$ cat src/rtl/core/hsvrgb_pkg.sv
// Shared types, constants and helper functions for the HSV to RGB converter.
`timescale 1ns / 1ps
`default_nettype none

package hsvrgb_pkg;

   localparam int unsigned HUE_W    = 9;
   localparam int unsigned CHAN_W   = 8;
   localparam int unsigned SECTOR_W = 3;
   localparam int unsigned OFFSET_W = 6;
   localparam int unsigned PROD_W   = 16;
   localparam int unsigned NUM_W    = 24;

   localparam logic [HUE_W-1:0] HUE_MAX = 9'd359;
   localparam logic [CHAN_W-1:0] FULL   = 8'hFF;
   localparam logic [PROD_W-1:0] FULL_SQ = 16'd65025;

   // offset * 64 / 15 == (offset * 4370) >> 10 for offsets 0..59
   localparam logic [12:0] REM_RECIP = 13'd4370;
   localparam int unsigned REM_PROD_W = OFFSET_W + 13;
   localparam int unsigned REM_SHIFT  = 10;

   // x / 65025 == (x * ceil(2^40 / 65025)) >> 40 for x up to 255 * 65025
   localparam logic [24:0] LEVEL_RECIP = 25'd16909061;
   localparam int unsigned LEVEL_PROD_W = NUM_W + 25;
   localparam int unsigned LEVEL_SHIFT  = 40;

   localparam logic [SECTOR_W-1:0] SECTOR_RED_YELLOW    = 3'd0;
   localparam logic [SECTOR_W-1:0] SECTOR_YELLOW_GREEN  = 3'd1;
   localparam logic [SECTOR_W-1:0] SECTOR_GREEN_CYAN    = 3'd2;
   localparam logic [SECTOR_W-1:0] SECTOR_CYAN_BLUE     = 3'd3;
   localparam logic [SECTOR_W-1:0] SECTOR_BLUE_MAGENTA  = 3'd4;
   localparam logic [SECTOR_W-1:0] SECTOR_MAGENTA_RED   = 3'd5;

   typedef struct packed {
      logic [SECTOR_W-1:0] sector;
      logic [CHAN_W-1:0]   rem;
      logic [CHAN_W-1:0]   sat;
      logic [CHAN_W-1:0]   val;
   } hue_word_type;

   typedef struct packed {
      logic [SECTOR_W-1:0] sector;
      logic [CHAN_W-1:0]   val;
      logic [CHAN_W-1:0]   p;
      logic [CHAN_W-1:0]   q;
      logic [CHAN_W-1:0]   t;
   } level_word_type;

   function automatic logic [SECTOR_W-1:0] hue_sector(input logic [HUE_W-1:0] h);
      logic [SECTOR_W-1:0] sec;
      if (h >= 9'd300) begin
         sec = SECTOR_MAGENTA_RED;
      end else if (h >= 9'd240) begin
         sec = SECTOR_BLUE_MAGENTA;
      end else if (h >= 9'd180) begin
         sec = SECTOR_CYAN_BLUE;
      end else if (h >= 9'd120) begin
         sec = SECTOR_GREEN_CYAN;
      end else if (h >= 9'd60) begin
         sec = SECTOR_YELLOW_GREEN;
      end else begin
         sec = SECTOR_RED_YELLOW;
      end
      return sec;
   endfunction

   function automatic logic [HUE_W-1:0] sector_base(input logic [SECTOR_W-1:0] sec);
      logic [HUE_W-1:0] base;
      case (sec)
         SECTOR_RED_YELLOW:   base = 9'd0;
         SECTOR_YELLOW_GREEN: base = 9'd60;
         SECTOR_GREEN_CYAN:   base = 9'd120;
         SECTOR_CYAN_BLUE:    base = 9'd180;
         SECTOR_BLUE_MAGENTA: base = 9'd240;
         default:             base = 9'd300;
      endcase
      return base;
   endfunction

endpackage

`default_nettype wire

$ cat src/rtl/core/hsvrgb_sector.sv
// Hue front end: clamp, sector split and scaled in-sector remainder (two stages).
`timescale 1ns / 1ps
`default_nettype none

module hsvrgb_sector
   import hsvrgb_pkg::*;
(
   input  wire logic               clock,
   input  wire logic               reset,
   input  wire logic               in_valid,
   input  wire logic [HUE_W-1:0]   hue,
   input  wire logic [CHAN_W-1:0]  sat,
   input  wire logic [CHAN_W-1:0]  val,
   output logic                    out_valid,
   output hue_word_type            out_word
);

   logic [HUE_W-1:0]      hue_clamped;
   logic [SECTOR_W-1:0]   sector_in;
   logic [HUE_W-1:0]      offset_full;

   logic                  valid1_ff;
   logic [SECTOR_W-1:0]   sector1_ff;
   logic [OFFSET_W-1:0]   offset1_ff;
   logic [CHAN_W-1:0]     sat1_ff;
   logic [CHAN_W-1:0]     val1_ff;

   logic [REM_PROD_W-1:0] rem_prod;
   hue_word_type          word_in;
   logic                  valid2_ff;
   hue_word_type          word2_ff;

   // stage 1: saturate hue, find sector and offset within it
   always_comb begin
      hue_clamped = (hue > HUE_MAX) ? HUE_MAX : hue;
      sector_in   = hue_sector(hue_clamped);
      offset_full = hue_clamped - sector_base(sector_in);
   end

   always_ff @(posedge clock) begin
      if (reset) begin
         valid1_ff <= 1'b0;
      end else begin
         valid1_ff <= in_valid;
      end
   end

   always_ff @(posedge clock) begin
      sector1_ff <= sector_in;
      offset1_ff <= offset_full[OFFSET_W-1:0];
      sat1_ff    <= sat;
      val1_ff    <= val;
   end

   // stage 2: scale offset 0..59 to 0..251
   always_comb begin
      rem_prod       = REM_PROD_W'(offset1_ff) * REM_PROD_W'(REM_RECIP);
      word_in.sector = sector1_ff;
      word_in.rem    = rem_prod[REM_SHIFT +: CHAN_W];
      word_in.sat    = sat1_ff;
      word_in.val    = val1_ff;
   end

   always_ff @(posedge clock) begin
      if (reset) begin
         valid2_ff <= 1'b0;
      end else begin
         valid2_ff <= valid1_ff;
      end
   end

   always_ff @(posedge clock) begin
      word2_ff <= word_in;
   end

   assign out_valid = valid2_ff;
   assign out_word  = word2_ff;

endmodule

`default_nettype wire

$ cat src/rtl/core/hsvrgb_levels.sv
// Level arithmetic: p, q and t from saturation, value and remainder (three stages).
`timescale 1ns / 1ps
`default_nettype none

module hsvrgb_levels
   import hsvrgb_pkg::*;
(
   input  wire logic    clock,
   input  wire logic    reset,
   input  wire logic    in_valid,
   input  hue_word_type in_word,
   output logic         out_valid,
   output level_word_type out_word
);

   logic [PROD_W-1:0]       sq_in, st_in, pn_in;
   logic                    valid3_ff;
   logic [SECTOR_W-1:0]     sector3_ff;
   logic [CHAN_W-1:0]       val3_ff;
   logic [PROD_W-1:0]       sq3_ff, st3_ff, pn3_ff;

   logic [NUM_W-1:0]        qn_in, tn_in;
   logic [PROD_W:0]         p_sum;
   logic                    valid4_ff;
   logic [SECTOR_W-1:0]     sector4_ff;
   logic [CHAN_W-1:0]       val4_ff;
   logic [CHAN_W-1:0]       p4_ff;
   logic [NUM_W-1:0]        qn4_ff, tn4_ff;

   logic [LEVEL_PROD_W-1:0] q_prod, t_prod;
   level_word_type          word_in;
   logic                    valid5_ff;
   level_word_type          word5_ff;

   // stage 3: the three 8x8 products
   always_comb begin
      sq_in = PROD_W'(in_word.sat) * PROD_W'(in_word.rem);
      st_in = PROD_W'(in_word.sat) * PROD_W'(FULL - in_word.rem);
      pn_in = PROD_W'(in_word.val) * PROD_W'(FULL - in_word.sat);
   end

   always_ff @(posedge clock) begin
      if (reset) begin
         valid3_ff <= 1'b0;
      end else begin
         valid3_ff <= in_valid;
      end
   end

   always_ff @(posedge clock) begin
      sector3_ff <= in_word.sector;
      val3_ff    <= in_word.val;
      sq3_ff     <= sq_in;
      st3_ff     <= st_in;
      pn3_ff     <= pn_in;
   end

   // stage 4: scale by value; divide p by 255 with the add-and-shift identity
   always_comb begin
      qn_in = NUM_W'(val3_ff) * NUM_W'(FULL_SQ - sq3_ff);
      tn_in = NUM_W'(val3_ff) * NUM_W'(FULL_SQ - st3_ff);
      p_sum = (PROD_W+1)'(pn3_ff) + (PROD_W+1)'(pn3_ff >> CHAN_W) + (PROD_W+1)'(1);
   end

   always_ff @(posedge clock) begin
      if (reset) begin
         valid4_ff <= 1'b0;
      end else begin
         valid4_ff <= valid3_ff;
      end
   end

   always_ff @(posedge clock) begin
      sector4_ff <= sector3_ff;
      val4_ff    <= val3_ff;
      p4_ff      <= p_sum[CHAN_W +: CHAN_W];
      qn4_ff     <= qn_in;
      tn4_ff     <= tn_in;
   end

   // stage 5: divide by 65025 through the reciprocal
   always_comb begin
      q_prod         = LEVEL_PROD_W'(qn4_ff) * LEVEL_PROD_W'(LEVEL_RECIP);
      t_prod         = LEVEL_PROD_W'(tn4_ff) * LEVEL_PROD_W'(LEVEL_RECIP);
      word_in.sector = sector4_ff;
      word_in.val    = val4_ff;
      word_in.p      = p4_ff;
      word_in.q      = q_prod[LEVEL_SHIFT +: CHAN_W];
      word_in.t      = t_prod[LEVEL_SHIFT +: CHAN_W];
   end

   always_ff @(posedge clock) begin
      if (reset) begin
         valid5_ff <= 1'b0;
      end else begin
         valid5_ff <= valid4_ff;
      end
   end

   always_ff @(posedge clock) begin
      word5_ff <= word_in;
   end

   assign out_valid = valid5_ff;
   assign out_word  = word5_ff;

endmodule

`default_nettype wire

$ cat src/rtl/core/hsv_to_rgb_converter.sv
// Top level of the HSV to RGB converter: front end, level pipeline, channel select.
`timescale 1ns / 1ps
`default_nettype none

// Six-stage pipeline taking one word per clock: busy stays low, so a word is
// taken at every edge where start is high, and its colour appears on rsp_red,
// rsp_green and rsp_blue when it leaves the last stage, with rsp_valid high
// for one cycle. The receiver cannot hold results off; it must take each word
// in the cycle that rsp_valid marks. The stages in order: hue split,
// remainder scaling, the 8x8 products, the value scaling and the 24x25
// reciprocal multiply, then the channel select register. Hue above 359 is
// treated as 359; zero saturation yields grey (all channels equal brightness)
// through the same arithmetic.
module hsv_to_rgb_converter
   import hsvrgb_pkg::*;
(
   input  wire logic              clock,
   input  wire logic              reset,
   input  wire logic              start,
   output logic                   busy,
   input  wire logic [HUE_W-1:0]  req_hue,
   input  wire logic [CHAN_W-1:0] req_saturation,
   input  wire logic [CHAN_W-1:0] req_brightness,
   output logic                   rsp_valid,
   output logic [CHAN_W-1:0]      rsp_red,
   output logic [CHAN_W-1:0]      rsp_green,
   output logic [CHAN_W-1:0]      rsp_blue
);

   logic           req_accept;
   logic           hue_valid;
   hue_word_type   hue_word;
   logic           level_valid;
   level_word_type level_word;

   logic [CHAN_W-1:0] red_in, green_in, blue_in;
   logic              valid6_ff;
   logic [CHAN_W-1:0] red_ff, green_ff, blue_ff;

   assign busy       = 1'b0;
   assign req_accept = start && !busy;

   hsvrgb_sector u_sector (
      .clock     (clock),
      .reset     (reset),
      .in_valid  (req_accept),
      .hue       (req_hue),
      .sat       (req_saturation),
      .val       (req_brightness),
      .out_valid (hue_valid),
      .out_word  (hue_word)
   );

   hsvrgb_levels u_levels (
      .clock     (clock),
      .reset     (reset),
      .in_valid  (hue_valid),
      .in_word   (hue_word),
      .out_valid (level_valid),
      .out_word  (level_word)
   );

   // stage 6: route levels to channels by sector
   always_comb begin
      case (level_word.sector)
         SECTOR_RED_YELLOW: begin
            red_in = level_word.val; green_in = level_word.t; blue_in = level_word.p;
         end
         SECTOR_YELLOW_GREEN: begin
            red_in = level_word.q; green_in = level_word.val; blue_in = level_word.p;
         end
         SECTOR_GREEN_CYAN: begin
            red_in = level_word.p; green_in = level_word.val; blue_in = level_word.t;
         end
         SECTOR_CYAN_BLUE: begin
            red_in = level_word.p; green_in = level_word.q; blue_in = level_word.val;
         end
         SECTOR_BLUE_MAGENTA: begin
            red_in = level_word.t; green_in = level_word.p; blue_in = level_word.val;
         end
         default: begin
            red_in = level_word.val; green_in = level_word.p; blue_in = level_word.q;
         end
      endcase
   end

   always_ff @(posedge clock) begin
      if (reset) begin
         valid6_ff <= 1'b0;
      end else begin
         valid6_ff <= level_valid;
      end
   end

   always_ff @(posedge clock) begin
      red_ff   <= red_in;
      green_ff <= green_in;
      blue_ff  <= blue_in;
   end

   assign rsp_valid = valid6_ff;
   assign rsp_red   = red_ff;
   assign rsp_green = green_ff;
   assign rsp_blue  = blue_ff;

   a_latency: assert property (@(posedge clock) disable iff (reset)
      req_accept |-> ##6 rsp_valid)
      else $error("accepted word did not come out after six cycles");

   a_grey: assert property (@(posedge clock) disable iff (reset)
      (req_accept && (req_saturation == '0)) |->
         ##6 ((rsp_red == rsp_green) && (rsp_green == rsp_blue)))
      else $error("zero saturation did not give grey");

   a_peak: assert property (@(posedge clock) disable iff (reset)
      req_accept |-> ##6 ((rsp_red == $past(req_brightness, 6)) ||
                          (rsp_green == $past(req_brightness, 6)) ||
                          (rsp_blue == $past(req_brightness, 6))))
      else $error("no channel carries the brightness");

endmodule

`default_nettype wire
$ cat config.mk
export PLATFORM = sky130hd
export DESIGN_NAME = hsv_to_rgb_converter
export DESIGN_NICKNAME = d
export VERILOG_FILES = /design/src/rtl/core/hsvrgb_pkg.sv /design/src/rtl/core/hsvrgb_sector.sv /design/src/rtl/core/hsvrgb_levels.sv /design/src/rtl/core/hsv_to_rgb_converter.sv
export SDC_FILE = /design/constraint.sdc
export NUM_CORES = 2
export LEC_CHECK = 0
export BUFFER_PORTS_ARGS = -buffer_cell sky130_fd_sc_hd__buf_4
export CORE_UTILIZATION = 30
export DETAILED_ROUTE_END_ITERATION = 10
export PLACE_DENSITY_LB_ADDON = 0.2
export SYNTH_ARGS = -nofsm -noshare
export SYNTH_HDL_FRONTEND = slang
export SYNTH_HIERARCHICAL = 1
export SYNTH_SLANG_ARGS = --single-unit
$ cat constraint.sdc
create_clock -name clock -period 5.55 [get_ports clock]
set_clock_uncertainty 0.05 [all_clocks]
set_input_delay 0.555 -clock clock [delete_from_list [all_inputs] [get_ports clock]]
set_output_delay 0.555 -clock clock [all_outputs]
set_load 0.005 [all_outputs]
-- Word level (Yosys, flattened, before mapping)
Index checks and enable logic that the tools add are counted.
- flip-flop bits (word level): 243
- latch bits: 0
- bits in writable memories: 0
- ROM bits: 0
- input bits: 28
- output and inout port bits: 26
- memories: 0
- add/sub/neg operators: 7
- multiply operators: 8
- div/mod/pow operators: 0
- order comparisons: 6
- equal/unequal tests: 8
- shift-type cells: 0
- mux-type cells: 10
- bitwise operators: 0
- reductions and logical operators: 6
- operators by type and width (cell ; number):
    $mul 24x25->48 const B ; 2
    $pmux 8 s3 ; 3
    $mul 8x24->24 ; 2
    $sub 16x16->17 const A ; 2
    $mul 8x16->16 ; 2
    $pmux 6 s5 ; 1
    $ge 9x8->1 const B ; 2
    $sub 8x8->9 const A ; 2
    $mul 6x12->17 const B ; 1
    $add 16x1->16 const B ; 1
    $add 16x8->16 ; 1
    $mul 8x8->16 ; 1
    $eq 3x2->1 const B ; 4
    $mux 3 ; 4
    $ge 9x6->1 const B ; 1
    $ge 9x7->1 const B ; 1
    $ge 9x9->1 const B ; 1
    $gt 9x9->1 const B ; 1
    $mux 9 ; 1
    $reduce_or 2->1 ; 4
    $eq 3x1->1 const B ; 2
    $eq 3x3->1 const B ; 2
    $logic_not 3->1 ; 2
    $sub 6x6->6 ; 1
    $mux 1 ; 1

-- Longest topological paths before layout
- depth in word-level cells: 11
- mapped depth: 24

-- Modules after synthesis
Netlist, hierarchy kept.
- by module, submodules not included (module ; times used ; cells each ; area each (um2) ; seq. area each (um2)):
    hsvrgb_levels ; 1 ; 3131 ; 29489.5 ; 3283.1
    hsvrgb_sector ; 1 ; 153 ; 1861.8 ; 1081.0
    hsv_to_rgb_converter ; 1 ; 163 ; 1512.7 ; 500.5

-- Worst setup path after synthesis
No wires, ideal clock.
- kind: flip-flop to flip-flop
- from: register u_levels.st3_ff[4]
- to: register u_levels.tn4_ff[22]
- data arrival time: 5.732 ns
- data required time: 5.438 ns
- slack: -0.294 ns
- cell stages (with the launch flop): 24
- cells stage by stage: dfxtp_1 or3_1 nor3_1 nand3_1 or2_2 nand2_1 xor2_1 nand2_1 fa_1 inv_1 fa_1 fa_1 inv_1 fa_1 inv_1 ha_1 a21o_1 a21oi_1 o21a_1 a311oi_1 o221ai_1 a21oi_1 or4_1 nand3_1
- cells in the longest elaborated chain, start to end: 2
- RTL lines (item ; line ; text):
    start: declaration ; hsvrgb_levels.sv:20 ; logic [PROD_W-1:0] sq3_ff, st3_ff, pn3_ff;
    start signal: assignment ; hsvrgb_levels.sv:54 ; st3_ff <= st_in;
    $sub 16x16->17 ; hsvrgb_levels.sv:61 ; tn_in = NUM_W'(val3_ff) * NUM_W'(FULL_SQ - st3_ff);
    $mul 8x24->24 ; hsvrgb_levels.sv:61 ;
    via u_levels.tn_in[22] ; hsvrgb_levels.sv:22 ; logic [NUM_W-1:0] qn_in, tn_in;
    end signal: assignment ; hsvrgb_levels.sv:78 ; tn4_ff <= tn_in;
    end: declaration ; hsvrgb_levels.sv:28 ; logic [NUM_W-1:0] qn4_ff, tn4_ff;
The timed path passes the listed nets, and every way through them passes these cells.
A chain may end at the register's enable or synchronous reset.

-- Worst setup path after layout
Same ends and word-level chain as after synthesis.

==> qor.yml <==
outcome:
  outcome: "finished with violations"
  violations: "negative setup slack"
worst_hold_path:
  hold_class: "primary input to flip-flop"
  whs_path_depth: 2
timing:
  setup_ws_ps: -15.8
  hold_viol_final: 0
  period_share: 1.00
  slew_headroom: 0.320
  rsz0062_at_grt: "true"
  worstMarginPinSlew_ps: 1020
  finalSetupViolations: 1
  setup_tns_ps: -15.8
  fmax_mhz: 180
  min_period_ps: 5570
  slew_viol_final: 0
floorplanning:
  die_area_sq_um: 111000
  ios: 54
  dieHeight_um: 333
  core_sq_um: 109000
  start_util: 0.302
  rows: 121
  die-width_um: 333
synth:
  synth_seq_cells: 243
  yosysWarnings: 6
  async_reset_ff_frac: 0
  ys_types: 75
  ys_seq_area_frac: 0.148
  synth_ff_type: "dfxtp_1"
  syn_area_sq_um: 32900
  synth_edf_count: 0
  synth_nets: 4575
  avgSynthCellArea_sq_um: 9.53
  syn_inst: 3447
finish:
  nNetsFinal: 4848
  flow.area_growth_from_synthesis_pct: 18.4
  finish.instance_area_sq_um: 38900
  layout-drive-gt1-share: 0.146
  diodes: 0
  final_cell_mix: "inv_1 (757), ha_1 (625), fa_1 (431)"
  fillCellCount: 11111
  final_common_cell: "inv_1"
setup_path:
  ff2ff_path_depth: 24
  critPathMaxStageDelay_ps: 540
  endpoint_kind: "flip-flop"
  path_common_cell: "fa_1"
  worstPathArrival_ps: 6050
  startpoint_type: "flip-flop"
  critical_path_class: "flip-flop to flip-flop"
  slowest_stage: "fa_1"
  critPathMaxFanout: 4
  crit_required_ps: 6030
  path_cells: "or3_4 -> nor3_4 -> nand3_2 -> or2_4 -> buf_6 -> nand2_4 -> xor2_4 -> nand2_2 -> fa_1 -> inv_1 -> fa_1 -> fa_1 -> inv_1 -> fa_1 -> inv_2 -> ha_4 -> a21o_1 -> a21oi_2 -> o21a_1 -> a311oi_4 -> o221ai_2 -> a21oi_2 -> or4_1 -> nand3_1"
  reg2reg_slack_ps: -20
global_route:
  grt_pass1_wl_um: 122000
  grt_pass1_vias: 23627
  grt_max_degree: 46
  grtUsageTotal: 0.134
  antenna_found_initial: 0
  grt_overflow_total: 0
routing:
  drt_first_pass_iters: 5
  drtIter0Drc: 830
  num_vias: 22326
  drc: 0
  wirelength_um: 72400
  viasPerCell: 4.33
  ant_nets: 0
  wl_per_cell_um: 14.0
clock_network:
  cts.path.max_buffers: 3
  cts_buffers: 29
  cts_max_level: 1
  cts-root-buf: "clkbuf_16"
  cts_tree: "yes"
  clk_pin_slew_ps: 60
  numClockSinks: 243
  clkLatencyLatePin_ps: 610
place:
  port_buffers: 52
  pre_cts_ws_ps: -268
  dp_hpwl_um: 60100
  finalWeightedCongestion: 0.796
  dpl_cell_area_sq_um: 36600
run:
  drv_cap: 0
==> critical path: cells and delay by family, from the launching register on <==
kind	cells	cell delay (ps)
buf+inv	4	280
fa+ha+maj	5	2220
xor+xnor	1	190
simple gates	8	1520
compound gates	6	920
flops	1	310
==> cell type report <==
type                       count  area, sq um  area share
clock buffer                  33          771      0.0198
clock inverter                21          265     0.00682
inverter                     773         2900      0.0746
multi-input combinational   2355        25800       0.662
sequential                   243         4890       0.126
tap                         1414         1770      0.0455
timing repair buffer         318         2540      0.0653
==> flip-flops by register name, indices dropped and copies added, names as in the netlist, 3 cells and up <==
signal	flops
u_levels/out_word	35
u_sector/out_word	27
u_levels/qn4_ff	24
u_levels/tn4_ff	24
u_levels/pn3_ff	16
u_levels/sq3_ff	16
u_levels/st3_ff	16
rsp_blue	8
rsp_green	8
rsp_red	8
u_levels/p4_ff	8
u_levels/val3_ff	8
u_levels/val4_ff	8
u_sector/sat1_ff	8
u_sector/val1_ff	8
u_sector/offset1_ff	6
u_levels/sector3_ff	3
u_levels/sector4_ff	3
u_sector/sector1_ff	3
==> stage by stage <==
stage                      util  cells  hold slack (ps)
after CTS                 0.350   5148             48.9
after global placement    0.336   5065              261
after floorplan               -   3447              260
after global routing      0.358   5157             69.9
final                     0.358   5157             97.7
after detailed placement  0.336   5065              262
==> path summary, 6_finish.rpt <==
| check | start | end |
|---|---|---|
| setup / recovery | u_levels/st3_ff[4] | u_levels/tn4_ff[22] |
| hold / removal | req_hue[1] | u_sector/offset1_ff[1] |
| setup reg to reg | u_levels/st3_ff[4] | u_levels/tn4_ff[22] |
| hold reg to reg | u_levels/val4_ff[3] | u_levels/out_word[27] |
==> kinds of logic after synthesis <==
| family | after synthesis | share of synthesized area |
|---|---|---|
| other | 1 | 0.000114 |
| muxes | 12 | 0.00381 |
| AOI/OAI and AO/OA | 333 | 0.0714 |
| DFF | 243 | 0.148 |
| xor gates and xnor gates | 119 | 0.0319 |
| and+or+nand+nor | 790 | 0.127 |
| buffers and inverters | 849 | 0.0992 |
| adders and majority gates | 1100 | 0.518 |
==> timing repair <==
| item | CTS | global route |
|---|---|---|
| gates cloned | 0 | 0 |
| hold buffers | 16 | 0 |
| endpoints found under the hold margin | 16 | 0 |
| setup buffers | 13 | 11 |
| setup endpoints to repair | 12 | 29 |
| pin swaps | 38 | 73 |
| resized for setup | 43 | 153 |
==> cells in the mapped netlist (all sizes together), types with 13 or more instances <==
master,n,area share
a211oi,13,0.0043
a21boi,15,0.0034
a21o,38,0.0087
a21oi,72,0.011
and2,174,0.033
buf,18,0.0043
clkbuf,58,0.0066
dfxtp,243,0.15
fa,436,0.27
ha,664,0.25
inv,773,0.088
nand2,216,0.025
nand2b,73,0.014
nand3,31,0.0047
nor2,81,0.0096
nor2b,124,0.024
nor3,29,0.0047
o21a,18,0.0041
o21ai,53,0.0081
o221ai,18,0.0048
xnor2,85,0.023
xor2,34,0.0091
==> routing by layer <==
metal | up-vias | track usage | share of wire
met2 | 198 | 0.222 | 0.45
met1 | 10666 | 0.188 | 0.51
met5 | - | 0 | 0
li1 | 11412 | - | -
met4 | 0 | 0.0274 | 0.017
met3 | 50 | 0.0111 | 0.023
Power is not shown: default switching activity piles up to over one toggle a cycle in this logic, so the estimate is an artifact.
